**src/design/sdfb_pkg.sv**
```systemverilog
`timescale 1ns / 1ps
package sdfb_pkg;

	localparam logic [7:0] STUFF_XOR = 8'h20;
	localparam int unsigned SEQ_SHIFT = 5;

	localparam logic [7:0] FLAG_RESET = 8'h7E;
	localparam logic [7:0] ESCAPE_RESET = 8'h7D;
	localparam logic [7:0] ADDRESS_RESET = 8'h03;
	localparam logic SEQ_RESET = 1'b0;

	localparam int unsigned CFG_INDEX_W = 2;
	localparam logic [CFG_INDEX_W-1:0] CFG_FLAG = 2'd0;
	localparam logic [CFG_INDEX_W-1:0] CFG_ESCAPE = 2'd1;
	localparam logic [CFG_INDEX_W-1:0] CFG_ADDRESS = 2'd2;
	localparam logic [CFG_INDEX_W-1:0] CFG_SEQ = 2'd3;

	typedef struct packed {
		logic [7:0] flag;
		logic [7:0] escape;
		logic [7:0] address;
		logic       seq;
	} cfg_t;

	// one classified payload word handed from front to back
	typedef struct packed {
		logic       hdr;
		logic       last;
		logic [7:0] data;
		logic [7:0] check;
	} job_t;

	typedef enum logic [2:0] {
		SLOT_OPEN,
		SLOT_ADDR,
		SLOT_CTRL,
		SLOT_HCHK,
		SLOT_DATA,
		SLOT_PCHK,
		SLOT_CLOSE
	} slot_t;

endpackage

```
**src/design/sdfb_in_if.sv**
```systemverilog
`timescale 1ns / 1ps
interface sdfb_in_if;
	logic       valid;
	logic       ready;
	logic [7:0] payload_byte;
	logic       final_byte;

	modport source(output valid, output payload_byte, output final_byte, input ready);
	modport sink(input valid, input payload_byte, input final_byte, output ready);
endinterface

```
**src/design/sdfb_out_if.sv**
```systemverilog
`timescale 1ns / 1ps
interface sdfb_out_if;
	logic       valid;
	logic       ready;
	logic [7:0] line_byte;
	logic       run_end;
	logic       frame_end;

	modport source(output valid, output line_byte, output run_end, output frame_end,
		input ready);
	modport sink(input valid, input line_byte, input run_end, input frame_end,
		output ready);
endinterface

```
**src/design/sdfb_front.sv**
```systemverilog
`timescale 1ns / 1ps
module sdfb_front (
	input  logic           clk,
	input  logic           arst_n,
	sdfb_in_if.sink        payload_ch,
	input  logic           q_full,
	output logic           q_push,
	output sdfb_pkg::job_t q_job
);
	import sdfb_pkg::*;

	logic       in_frame_q;
	logic [7:0] check_q;
	logic [7:0] check_next;
	logic       accept;

	assign payload_ch.ready = !q_full;
	assign accept = payload_ch.valid && !q_full;
	assign q_push = accept;

	// header goes out when no frame is open; check restarts with it
	assign check_next = (in_frame_q ? check_q : 8'h00) ^ payload_ch.payload_byte;

	always_comb begin
		q_job.hdr   = !in_frame_q;
		q_job.last  = payload_ch.final_byte;
		q_job.data  = payload_ch.payload_byte;
		q_job.check = check_next;
	end

	always_ff @(posedge clk or negedge arst_n) begin
		if (!arst_n) begin
			in_frame_q <= 1'b0;
			check_q    <= 8'h00;
		end else if (accept) begin
			in_frame_q <= !payload_ch.final_byte;
			check_q    <= payload_ch.final_byte ? 8'h00 : check_next;
		end
	end
endmodule

```
**src/design/sdfb_queue.sv**
```systemverilog
`timescale 1ns / 1ps
module sdfb_queue #(
	parameter int unsigned DEPTH = 4
) (
	input  logic           clk,
	input  logic           arst_n,
	input  logic           push,
	input  sdfb_pkg::job_t push_job,
	output logic           full,
	input  logic           pop,
	output logic           avail,
	output sdfb_pkg::job_t head_job
);
	import sdfb_pkg::*;

	localparam int unsigned PTR_W = (DEPTH > 1) ? $clog2(DEPTH) : 1;
	localparam int unsigned CNT_W = $clog2(DEPTH + 1);
	localparam logic [PTR_W-1:0] LAST_PTR = PTR_W'(DEPTH - 1);
	localparam logic [CNT_W-1:0] FULL_CNT = CNT_W'(DEPTH);

	job_t             mem_q [DEPTH];
	logic [PTR_W-1:0] wr_ptr_q;
	logic [PTR_W-1:0] rd_ptr_q;
	logic [CNT_W-1:0] count_q;

	assign full     = (count_q == FULL_CNT);
	assign avail    = (count_q != '0);
	assign head_job = mem_q[rd_ptr_q];

	always_ff @(posedge clk) begin
		if (push) begin
			mem_q[wr_ptr_q] <= push_job;
		end
	end

	always_ff @(posedge clk or negedge arst_n) begin
		if (!arst_n) begin
			wr_ptr_q <= '0;
			rd_ptr_q <= '0;
			count_q  <= '0;
		end else begin
			if (push) begin
				wr_ptr_q <= (wr_ptr_q == LAST_PTR) ? '0 : wr_ptr_q + 1'b1;
			end
			if (pop) begin
				rd_ptr_q <= (rd_ptr_q == LAST_PTR) ? '0 : rd_ptr_q + 1'b1;
			end
			unique case ({push, pop})
				2'b10:   count_q <= count_q + 1'b1;
				2'b01:   count_q <= count_q - 1'b1;
				default: count_q <= count_q;
			endcase
		end
	end
endmodule

```
**src/design/sdfb_back.sv**
```systemverilog
`timescale 1ns / 1ps
module sdfb_back (
	input  logic           clk,
	input  logic           arst_n,
	input  sdfb_pkg::cfg_t cfg,
	input  logic           q_avail,
	input  sdfb_pkg::job_t job,
	output logic           q_pop,
	sdfb_out_if.source     line_ch
);
	import sdfb_pkg::*;

	slot_t      slot_q;
	logic       started_q;
	logic       phase_q;
	logic       out_valid_q;
	logic [7:0] out_byte_q;
	logic       out_run_end_q;
	logic       out_frame_end_q;

	slot_t      cur_slot;
	slot_t      next_slot;
	logic [7:0] control;
	logic [7:0] value;
	logic       stuffable;
	logic       need_esc;
	logic [7:0] line_byte;
	logic       slot_done;
	logic       job_done;
	logic       step;

	assign control  = 8'({cfg.seq}) << SEQ_SHIFT;
	assign cur_slot = started_q ? slot_q : (job.hdr ? SLOT_OPEN : SLOT_DATA);

	always_comb begin
		value     = cfg.flag;
		stuffable = 1'b0;
		unique case (cur_slot)
			SLOT_OPEN:  begin value = cfg.flag;                 stuffable = 1'b0; end
			SLOT_ADDR:  begin value = cfg.address;              stuffable = 1'b1; end
			SLOT_CTRL:  begin value = control;                  stuffable = 1'b1; end
			SLOT_HCHK:  begin value = cfg.address ^ control;    stuffable = 1'b1; end
			SLOT_DATA:  begin value = job.data;                 stuffable = 1'b1; end
			SLOT_PCHK:  begin value = job.check;                stuffable = 1'b1; end
			SLOT_CLOSE: begin value = cfg.flag;                 stuffable = 1'b0; end
			default:    begin value = cfg.flag;                 stuffable = 1'b0; end
		endcase
	end

	// second half of a stuffed pair carries value ^ 0x20
	assign need_esc  = stuffable && ((value == cfg.flag) || (value == cfg.escape));
	assign line_byte = phase_q ? (value ^ STUFF_XOR) : (need_esc ? cfg.escape : value);
	assign slot_done = !need_esc || phase_q;
	assign job_done  = (cur_slot == SLOT_CLOSE) ||
		((cur_slot == SLOT_DATA) && !job.last && slot_done);

	always_comb begin
		next_slot = cur_slot;
		unique case (cur_slot)
			SLOT_OPEN:  next_slot = SLOT_ADDR;
			SLOT_ADDR:  next_slot = SLOT_CTRL;
			SLOT_CTRL:  next_slot = SLOT_HCHK;
			SLOT_HCHK:  next_slot = SLOT_DATA;
			SLOT_DATA:  next_slot = SLOT_PCHK;
			SLOT_PCHK:  next_slot = SLOT_CLOSE;
			SLOT_CLOSE: next_slot = SLOT_OPEN;
			default:    next_slot = SLOT_OPEN;
		endcase
	end

	assign step  = q_avail && (!out_valid_q || line_ch.ready);
	assign q_pop = step && job_done;

	assign line_ch.valid     = out_valid_q;
	assign line_ch.line_byte = out_byte_q;
	assign line_ch.run_end   = out_run_end_q;
	assign line_ch.frame_end = out_frame_end_q;

	always_ff @(posedge clk) begin
		if (step) begin
			out_byte_q      <= line_byte;
			out_run_end_q   <= job_done;
			out_frame_end_q <= (cur_slot == SLOT_CLOSE);
		end
	end

	always_ff @(posedge clk or negedge arst_n) begin
		if (!arst_n) begin
			slot_q      <= SLOT_OPEN;
			started_q   <= 1'b0;
			phase_q     <= 1'b0;
			out_valid_q <= 1'b0;
		end else if (step) begin
			out_valid_q <= 1'b1;
			if (!slot_done) begin
				phase_q   <= 1'b1;
				started_q <= 1'b1;
				slot_q    <= cur_slot;
			end else begin
				phase_q   <= 1'b0;
				started_q <= !job_done;
				slot_q    <= next_slot;
			end
		end else if (line_ch.ready) begin
			out_valid_q <= 1'b0;
		end
	end
endmodule

```
**src/design/stuffed_data_frame_builder_unit.sv**
```systemverilog
`timescale 1ns / 1ps
// Byte-stuffing framer for data frames. Each accepted payload word is one raw
// byte plus a final_byte marker; the line side sends one line byte per cycle
// while a job is queued and the line side is ready. The first byte of a frame
// also produces the opening flag, address, control (seq bit at bit five) and
// header check; the final byte also produces the payload XOR check and the
// closing flag (frame_end set). Every byte between the flags that equals the
// flag or escape value goes out as escape then value ^ 0x20. run_end marks
// the last line byte caused by a payload word. Rate: the back sequencer emits
// one line byte per clock under the same conditions; a payload word costs 1
// or 2 line bytes, plus 4 to 7 for a header and 2 to 3 for a trailer. The
// front takes a word every cycle while the QUEUE_DEPTH job queue has room.
// Configuration writes are registered and must come while the block is idle.
module stuffed_data_frame_builder_unit #(
	parameter int unsigned QUEUE_DEPTH = 4
) (
	input  logic                             clk,
	input  logic                             arst_n,
	sdfb_in_if.sink                          payload_ch,
	sdfb_out_if.source                       line_ch,
	input  logic                             cfg_we,
	input  logic [sdfb_pkg::CFG_INDEX_W-1:0] cfg_index,
	input  logic [7:0]                       cfg_data
);
	import sdfb_pkg::*;

	cfg_t       cfg_q;
	logic       q_push;
	logic       q_full;
	logic       q_pop;
	logic       q_avail;
	job_t       push_job;
	job_t       head_job;

	// register file: unknown indexes cannot occur with a 2-bit index
	always_ff @(posedge clk or negedge arst_n) begin
		if (!arst_n) begin
			cfg_q.flag    <= FLAG_RESET;
			cfg_q.escape  <= ESCAPE_RESET;
			cfg_q.address <= ADDRESS_RESET;
			cfg_q.seq     <= SEQ_RESET;
		end else if (cfg_we) begin
			unique case (cfg_index)
				CFG_FLAG:    cfg_q.flag    <= cfg_data;
				CFG_ESCAPE:  cfg_q.escape  <= cfg_data;
				CFG_ADDRESS: cfg_q.address <= cfg_data;
				CFG_SEQ:     cfg_q.seq     <= cfg_data[0];
				default:     cfg_q         <= cfg_q;
			endcase
		end
	end

	// front: accept and classify, keep frame state and running check
	sdfb_front u_front (
		.clk        (clk),
		.arst_n     (arst_n),
		.payload_ch (payload_ch),
		.q_full     (q_full),
		.q_push     (q_push),
		.q_job      (push_job)
	);

	// decoupling queue of classified words
	sdfb_queue #(
		.DEPTH (QUEUE_DEPTH)
	) u_queue (
		.clk      (clk),
		.arst_n   (arst_n),
		.push     (q_push),
		.push_job (push_job),
		.full     (q_full),
		.pop      (q_pop),
		.avail    (q_avail),
		.head_job (head_job)
	);

	// back: slot sequencer, stuffing and output register
	sdfb_back u_back (
		.clk     (clk),
		.arst_n  (arst_n),
		.cfg     (cfg_q),
		.q_avail (q_avail),
		.job     (head_job),
		.q_pop   (q_pop),
		.line_ch (line_ch)
	);
endmodule

```
**src/flat_wrapper.sv**
```systemverilog
// flat-port wrapper written by rule: the top's interface ports become plain ports
module stuffed_data_frame_builder_unit_flat import sdfb_pkg::*;
#(
	parameter int unsigned QUEUE_DEPTH = 4
)
  (clk, arst_n, cfg_we, cfg_index, cfg_data, payload_ch_valid, payload_ch_payload_byte, payload_ch_final_byte, payload_ch_ready, line_ch_valid, line_ch_line_byte, line_ch_run_end, line_ch_frame_end, line_ch_ready);
  sdfb_in_if payload_ch_i ();
  sdfb_out_if line_ch_i ();
  input  logic clk;
  input  logic arst_n;
  input  logic cfg_we;
  input  logic [sdfb_pkg::CFG_INDEX_W-1:0] cfg_index;
  input  logic [7:0] cfg_data;
  input wire logic [$bits(payload_ch_i.valid)-1:0] payload_ch_valid;
  input wire logic [$bits(payload_ch_i.payload_byte)-1:0] payload_ch_payload_byte;
  input wire logic [$bits(payload_ch_i.final_byte)-1:0] payload_ch_final_byte;
  output wire logic [$bits(payload_ch_i.ready)-1:0] payload_ch_ready;
  output wire logic [$bits(line_ch_i.valid)-1:0] line_ch_valid;
  output wire logic [$bits(line_ch_i.line_byte)-1:0] line_ch_line_byte;
  output wire logic [$bits(line_ch_i.run_end)-1:0] line_ch_run_end;
  output wire logic [$bits(line_ch_i.frame_end)-1:0] line_ch_frame_end;
  input wire logic [$bits(line_ch_i.ready)-1:0] line_ch_ready;
  assign payload_ch_i.valid = payload_ch_valid;
  assign payload_ch_i.payload_byte = payload_ch_payload_byte;
  assign payload_ch_i.final_byte = payload_ch_final_byte;
  assign payload_ch_ready = payload_ch_i.ready;
  assign line_ch_valid = line_ch_i.valid;
  assign line_ch_line_byte = line_ch_i.line_byte;
  assign line_ch_run_end = line_ch_i.run_end;
  assign line_ch_frame_end = line_ch_i.frame_end;
  assign line_ch_i.ready = line_ch_ready;
  stuffed_data_frame_builder_unit #(.QUEUE_DEPTH(QUEUE_DEPTH)) u_core (.clk(clk), .arst_n(arst_n), .payload_ch(payload_ch_i), .line_ch(line_ch_i), .cfg_we(cfg_we), .cfg_index(cfg_index), .cfg_data(cfg_data));
endmodule
```
**config.mk**
```make
export PLATFORM = sky130hd
export DESIGN_NAME = stuffed_data_frame_builder_unit_flat
export DESIGN_NICKNAME = d
export VERILOG_FILES = /design/src/design/sdfb_pkg.sv /design/src/design/sdfb_in_if.sv /design/src/design/sdfb_out_if.sv /design/src/design/sdfb_front.sv /design/src/design/sdfb_queue.sv /design/src/design/sdfb_back.sv /design/src/design/stuffed_data_frame_builder_unit.sv /design/src/flat_wrapper.sv
export SDC_FILE = /design/constraint.sdc
export NUM_CORES = 1
export LEC_CHECK = 0
export ABC_AREA = 1
export BUFFER_PORTS_ARGS = -buffer_cell sky130_fd_sc_hd__buf_2
export CORE_ASPECT_RATIO = 1.75
export CORE_MARGIN = 2
export CORE_UTILIZATION = 55
export DETAILED_ROUTE_END_ITERATION = 10
export HOLD_SLACK_MARGIN = 0.02
export PLACE_DENSITY_LB_ADDON = 0.15
export SYNTH_ARGS = -nofsm -noshare
export SYNTH_HDL_FRONTEND = slang
export SYNTH_SLANG_ARGS = --single-unit
```
**constraint.sdc**
```tcl
create_clock -name clk -period 2.9 [get_ports clk]
set_clock_uncertainty 0.05 [all_clocks]
set_input_delay 0.435 -clock clk [delete_from_list [all_inputs] [get_ports clk]]
set_output_delay 0.435 -clock clk [all_outputs]
set_load 0.02 [all_outputs]
```
Word level (Yosys, flattened, before mapping). Memories as Yosys holds them, arrays and structs flattened. Cells that the tools add are included.

Flip-flop bits (word level): 57. Memory bits (writable): 72. Output and inout bits: 12. Word-level logic and storage cells: 86. Memories: 1.

Memory list: u_core.u_queue.mem_q (depth 4, bits a word 18, rd ports 1, clocked after memory_dff 0, wr ports 1, line sdfb_queue.sv:21) `job_t mem_q [DEPTH];`.

Add/subtract/negate cells: 4. Equality and inequality tests: 16. Muxes and demuxes: 19. Bitwise operators: 3. Reductions and logical operators: 27.

Operator list (count): case mux 8 bit (5 select lines) (1); two-way mux 8 bit (4); case mux 3 bit (6 select lines) (1); equality test 8 bit (2); equality test 3 bit, second input constant (4); equality test 2 bit, second input constant (5); two-way mux 3 bit (3); AND reduction 2 bit (4); bitwise XOR 8 x 6 -> 8 bit (1); bitwise XOR 8 bit (1); zero test 1 bit (7); two-way mux 1 bit (7); equality test 3 x 2 -> 1 bit, second input constant (2); logical AND 1 bit (6); case mux 3 bit (2 select lines) (1); OR reduction 5 bit (1); adder 2 x 1 -> 2 bit, second input constant (2); equality test 2 x 1 -> 1 bit, second input constant (2); logical OR 1 bit (4); two-way mux 2 bit (2); nonzero test 2 bit (2); adder 3 x 1 -> 3 bit, second input constant (1); equality test 3 x 1 -> 1 bit, second input constant (1); zero test 3 bit (1); 4 further kinds (4).

Depth between registers and ports, before layout. An unclocked memory read counts as a cell.

Depth in word-level cells: 15. Depth in mapped cells: 28. Mapped depth without buffers: 28.

Modules after synthesis. From an unflattened synthesis, not the netlist that was laid out.

Cells, all modules: 705. Area total of the unflattened synthesis: 6633.9 µm².

By module, submodules not included: sdfb_queue (times used 1, cells each 263, area an instance 3325.7 µm², seq. area each 2337.2 µm²); sdfb_back (times used 1, cells each 238, area an instance 1512.7 µm², seq. area each 450.4 µm²); stuffed_data_frame_builder_unit (times used 1, cells each 112, area an instance 1103.6 µm², seq. area each 643.1 µm²); sdfb_front (times used 1, cells each 92, area an instance 691.9 µm², seq. area each 225.2 µm²).

Worst setup path after synthesis. No wires, ideal clock.

Kind: register to register. Start point: register u_core.u_queue.rd_ptr_q[0]. End point: register u_core.u_queue.count_q[2]. Library setup time: 0.131 ns. Data arrival time: 2.948 ns. Slack: -0.229 ns. Stages on the path, launching flop included: 26. Path buffers: 2. Period minus slack after synthesis: 3.129 ns. Cell sequence: dfrtp_1 > buf_6 > nand2_1 > nand3_2 > nand2_1 > nand2_2 > buf_4 > nand4_1 > nand3_1 > o21bai_2 > nand2_1 > nand3_1 > nor2_1 > nand2_1 > nand2_2 > nand3_4 > nand2_1 > nand2_2 > nand2_2 > inv_2 > ha_1 > inv_1 > fa_1 > a21oi_1 > o21ai_0 > xor2_1.

Word-level cells in the longest chain between the ends: 15. Elaborated cells between the ends (all ways): 27. Classes of those cells: 10 x eq/ne; 5 x mux; 11 x reduce/logical; 1 x memory.

Ends and longest elaborated chain: start, declared (line sdfb_queue.sv:23) `logic [PTR_W-1:0] rd_ptr_q;`; start signal, assigned (line sdfb_queue.sv:46) `rd_ptr_q <= (rd_ptr_q == LAST_PTR) ? '0 : rd_ptr_q + 1'b1;`; memory (4 x 18 bit) *; two-way mux 3 bit (2 in a row) (line sdfb_back.sv:33) `assign cur_slot = started_q ? slot_q : (job.hdr ? SLOT_OPEN : SLOT_DATA);`; equality test 3 bit, or another cell as far along (line sdfb_back.sv:38) `unique case (cur_slot)`; case mux 8 bit (5 select lines) (line sdfb_back.sv:38); equality test 8 bit (line sdfb_back.sv:51) `assign need_esc = stuffable && ((value == cfg.flag) || (value == cfg.escape));`; logical OR 1 bit (line sdfb_back.sv:51); logical AND 1 bit (line sdfb_back.sv:51); zero test 1 bit (line sdfb_back.sv:53) `assign slot_done = !need_esc || phase_q;`; logical OR 1 bit (line sdfb_back.sv:53); logical AND 1 bit (line sdfb_back.sv:55) `((cur_slot == SLOT_DATA) && !job.last && slot_done);`; logical OR 1 bit * (line sdfb_back.sv:54) `assign job_done = (cur_slot == SLOT_CLOSE) ||`; named net u_core.u_back.job_done (line sdfb_back.sv:29) `logic job_done;`; logical AND 1 bit * (line sdfb_back.sv:72) `assign q_pop = step && job_done;`; named net u_core.q_pop (line stuffed_data_frame_builder_unit.sv:30) `logic q_pop;`; equality test 2 x 1 -> 1 bit or equality test 2 bit (tied branches) (line sdfb_queue.sv:48) `unique case ({push, pop})`; case mux 3 bit (2 select lines) or nonzero test 2 bit (tied branches); end signal, assigned (line sdfb_queue.sv:49) `2'b10: count_q <= count_q + 1'b1;`; end signal, assigned (line sdfb_queue.sv:50) `2'b01: count_q <= count_q - 1'b1;`; end signal, assigned (line sdfb_queue.sv:51) `default: count_q <= count_q;`; end, declared (line sdfb_queue.sv:24) `logic [CNT_W-1:0] count_q;`.

The timed path passes the listed nets; every way through them passes the cells marked *. A chain may end at the register's enable or synchronous reset.

Final worst setup path. Ends and elaborated chain as after synthesis.

==> flow_summary.ini <==
[placement]
place.detailed.instances = 848
portBuffers = 35
place_ws_ns = -0.358
dp.final_hpwl_mm = 9.69
gp_congestion = 0.859
place_area_um2 = 6820

[setup_path]
start_kind = flip-flop
rr_worst_depth = 25
r2r_end = u_core.u_queue.count_q[2]
r2r_start = u_core.u_queue.rd_ptr_q[0]
critical_path_class = reg2reg
cp_top_family = simple AND/OR/NAND/NOR gates
r2r_slack_ns = -0.33
path_buf_inv = 4
critPathRequiredTime_ns = 3.15
endpoint_kind = flip-flop
path_max_fanout = 5
crit_top_cell = nand2_2
crit_path_top_delay_cell = dfrtp_2
max_stage_delay_ns = 0.47
critPathArrivalTime_ns = 3.48

[floorplan]
core-area_um2 = 10800
ios = 36
initial_utilization_pct = 56.4
dieArea_um2 = 11900
die_y_um = 143
die_x_um = 83.4
rows = 50

[synth]
yosysMostFrequentCell = nand2_1
syn-instance-count = 648
ys.warnings.count = 0
synth_enable_flop_cells = 82
synthAdderAreaFrac_pct = 1.57
synth_compound_area_share_pct = 8.90
yosysTopAreaCell = edfxtp_1
syn_area_per_cell_um2 = 9.37
ys_async_sr_fraction_pct = 36.4
yosysTopAreaCellShare_pct = 40.5
seq_area_frac_synth_pct = 60.2
synthMuxAreaShare_pct = 0
synth_area_leaders = edfxtp_1 41%, dfrtp_1 14%, nand2_1 9.7%, o21ai_0 6.5%, dfstp_2 6.1%
synth_commonest_cells = 157 x nand2_1, 82 x edfxtp_1, 79 x o21ai_0, 75 x nor2_1, 70 x inv_1
synth_area_um2 = 6070
synth_ff_type = edfxtp_1
synth_top_family_by_area = simple AND/OR/NAND/NOR gates
synth-xor-area-share_pct = 1.44
ys_types = 35
synthesis.nets = 679
synth-seq-cells = 129
synthSimpleGateAreaFrac_pct = 21.0

[sta]
fin_ws_ns = -0.332
rsz0062_at_grt = yes
min_period_ns = 3.23
timing.hold.ws_ns = 0.148
worst_slew_pin_slew_ns = 1.02
finalSetupViolCount = 2
slew_headroom_pct = 32.3
finalMaxSlewViolations = 0
finalHoldViolCount = 0
fmax_mhz = 309
fin_crit_sh_pct = 111

[status]
violations = negative setup slack
status = finished with violations

[clock_tree]
cts.sinks = 129
clkLatencyLatePin_ns = 0.41
ctsHoldBuffers = 0
htreeDepth = 4
clk_pin_slew_worst_paths_ns = 0.06
cts_made_buffers = 17
clock_path_buffers = 2
cts_root_buf = clkbuf_16
tritoncts = done

[drt]
wl_mm = 14.6
drtPass1Iterations = 5
drt_iter0_drc = 244
remaining_drc_errors = 0
ant_nets = 0
vias_per_cell = 5.35
wl_per_cell_um = 16.3
num_vias = 4798

[final_layout]
diodes = 0
final_cells = 896
final_core_util_pct = 71.9
nets = 784
postLayoutCellArea_um2 = 7730
synthToLayoutAreaGrowth_pct = 27.4
drive_above_1_share_pct = 29.8

[global_route]
track_usage_pct = 25.2
grt_pass1_wl_mm = 23.4
antenna_found_initial = 0
grt.overflow.total = 0
grt_max_degree = 43
first_global_vias = 4948

[power]
p_leak_nw = 3.43
ir_drop_mv = 0.684
p_per_area_nw_per_um2 = 1140

[run]
maxCapViolCount = 0

[worst_hold_path]
hp-class = in2async
-- repair_timing --
item	CTS	global route
setup buffers	11	3
endpoints found under the setup margin	3	8
cloned	1	1
pin swaps	18	24
gates resized for setup	27	48
-- metrics by stage --
step | power, W | TNS (ns)
detailed placement | 0.00625 | -0.657
global placement | 0.00613 | -0.507
global route | 0.00939 | -1.09
floorplan | 0.00493 | -0.100
finish | 0.00885 | -0.567
CTS | 0.00856 | -0.468
-- power by group --
part | total (W) | leakage [nW] | switching [W] | internal (W)
clock network | 0.00194 | 0.263 | 0.000838 | 0.00110
registers | 0.00283 | 1.31 | 0.000254 | 0.00257
logic | 0.00408 | 1.86 | 0.00234 | 0.00174
-- worst max-delay path by stage --
| stage | startpoint | slack [ns] | to | depth (start not counted) |
|---|---|---|---|---|
| final | u_core.u_queue.rd_ptr_q[0] | -0.33 | u_core.u_queue.count_q[2] | 25 |
| after floorplan | u_core.u_queue.rd_ptr_q[0] | -0.10 | u_core.u_queue.count_q[2] | 26 |
| after CTS | u_core.u_queue.rd_ptr_q[0] | -0.27 | u_core.u_queue.count_q[2] | 26 |
| after detailed placement | u_core.u_queue.rd_ptr_q[0] | -0.36 | u_core.u_queue.count_q[2] | 25 |
| after global routing | u_core.u_queue.rd_ptr_q[0] | -0.54 | u_core.u_queue.count_q[2] | 27 |
| after global placement | u_core.u_back.started_q | -0.28 | u_core.u_queue.count_q[2] | 23 |
-- placed cells by master (no fill, tap or decap), types with 7 or more instances in the layout --
cell       netlist  final
clkbuf_16        0     18
nor2_1          75     66
edfxtp_1        82     82
nand3_1         28     20
buf_4            2     59
xor2_1           9      9
o21ai_0         79     64
buf_2            8     35
nand2_2          6     17
dfstp_2         14     14
inv_2            8      8
nand4_1         17     17
inv_1           70     68
nor2_2           3     11
nand2_1        157    143
nand3_2          2     10
o21ai_1          3     13
dfrtp_1         33     31
buf_12           0      7
-- sequential cells by signal, summed over array words and instances (netlist names) --
signal and count:
u_core.cfg_q 25, u_core.u_front.check_q 8, u_core.u_back.started_q 1, u_core.u_back.line_ch.line_byte 8, u_core.u_back.slot_q 3, u_core.u_queue.mem_q 72
u_core.u_back.line_ch.valid 1, u_core.u_front.in_frame_q 1, u_core.u_back.phase_q 1, u_core.u_back.line_ch.frame_end 1, u_core.u_queue.wr_ptr_q 2, u_core.u_back.line_ch.run_end 1
u_core.u_queue.count_q 3, u_core.u_queue.rd_ptr_q 2
-- metal layers --
metal	track usage (%)	vias to the layer above	part of all wire, %
met5	0	-	0
met4	11.5	0	2.2
met3	4.39	26	2.9
met2	48.8	110	58
met1	26.2	2312	37
li1	-	2350	-
-- layout make-up --
| class | count | area [um^2] |
|---|---|---|
| multi-input combinational | 418 | 2200 |
| clock buffer | 18 | 429 |
| inverter | 79 | 305 |
| fill | 780 | 3030 |
| timing repair buffer | 108 | 867 |
| clock inverter | 14 | 108 |
| sequential | 129 | 3660 |
| tap | 130 | 163 |
-- logic make-up after synthesis --
| group | Yosys count |
|---|---|
| flip-flops | 129 |
| XOR/XNOR | 10 |
| adder cells (fa/ha/maj) | 7 |
| buffers and inverters | 101 |
| AND/OR/NAND/NOR | 298 |
| AO/OA/AOI/OAI | 103 |
-- worst reg2reg max path, stage by stage (launching register included) --
cell	delay, ns
dfrtp_2	0.47
buf_6	0.15
nand2_2	0.06
nand3_2	0.09
nand2_2	0.09
nand2_4	0.08
clkbuf_16	0.17
nand4_1	0.08
nand3_2	0.11
o21ai_0	0.20
nand2_1	0.07
nand2_1	0.08
nor2_1	0.05
nand2_1	0.07
nand2_2	0.10
nand3_4	0.08
nand2_2	0.05
nand2_2	0.09
nand2_2	0.06
inv_2	0.07
ha_4	0.12
inv_2	0.04
fa_2	0.35
a21oi_2	0.16
o21ai_2	0.07
xor2_1	0.14
Note: power is estimated with default switching activity, not from simulation.
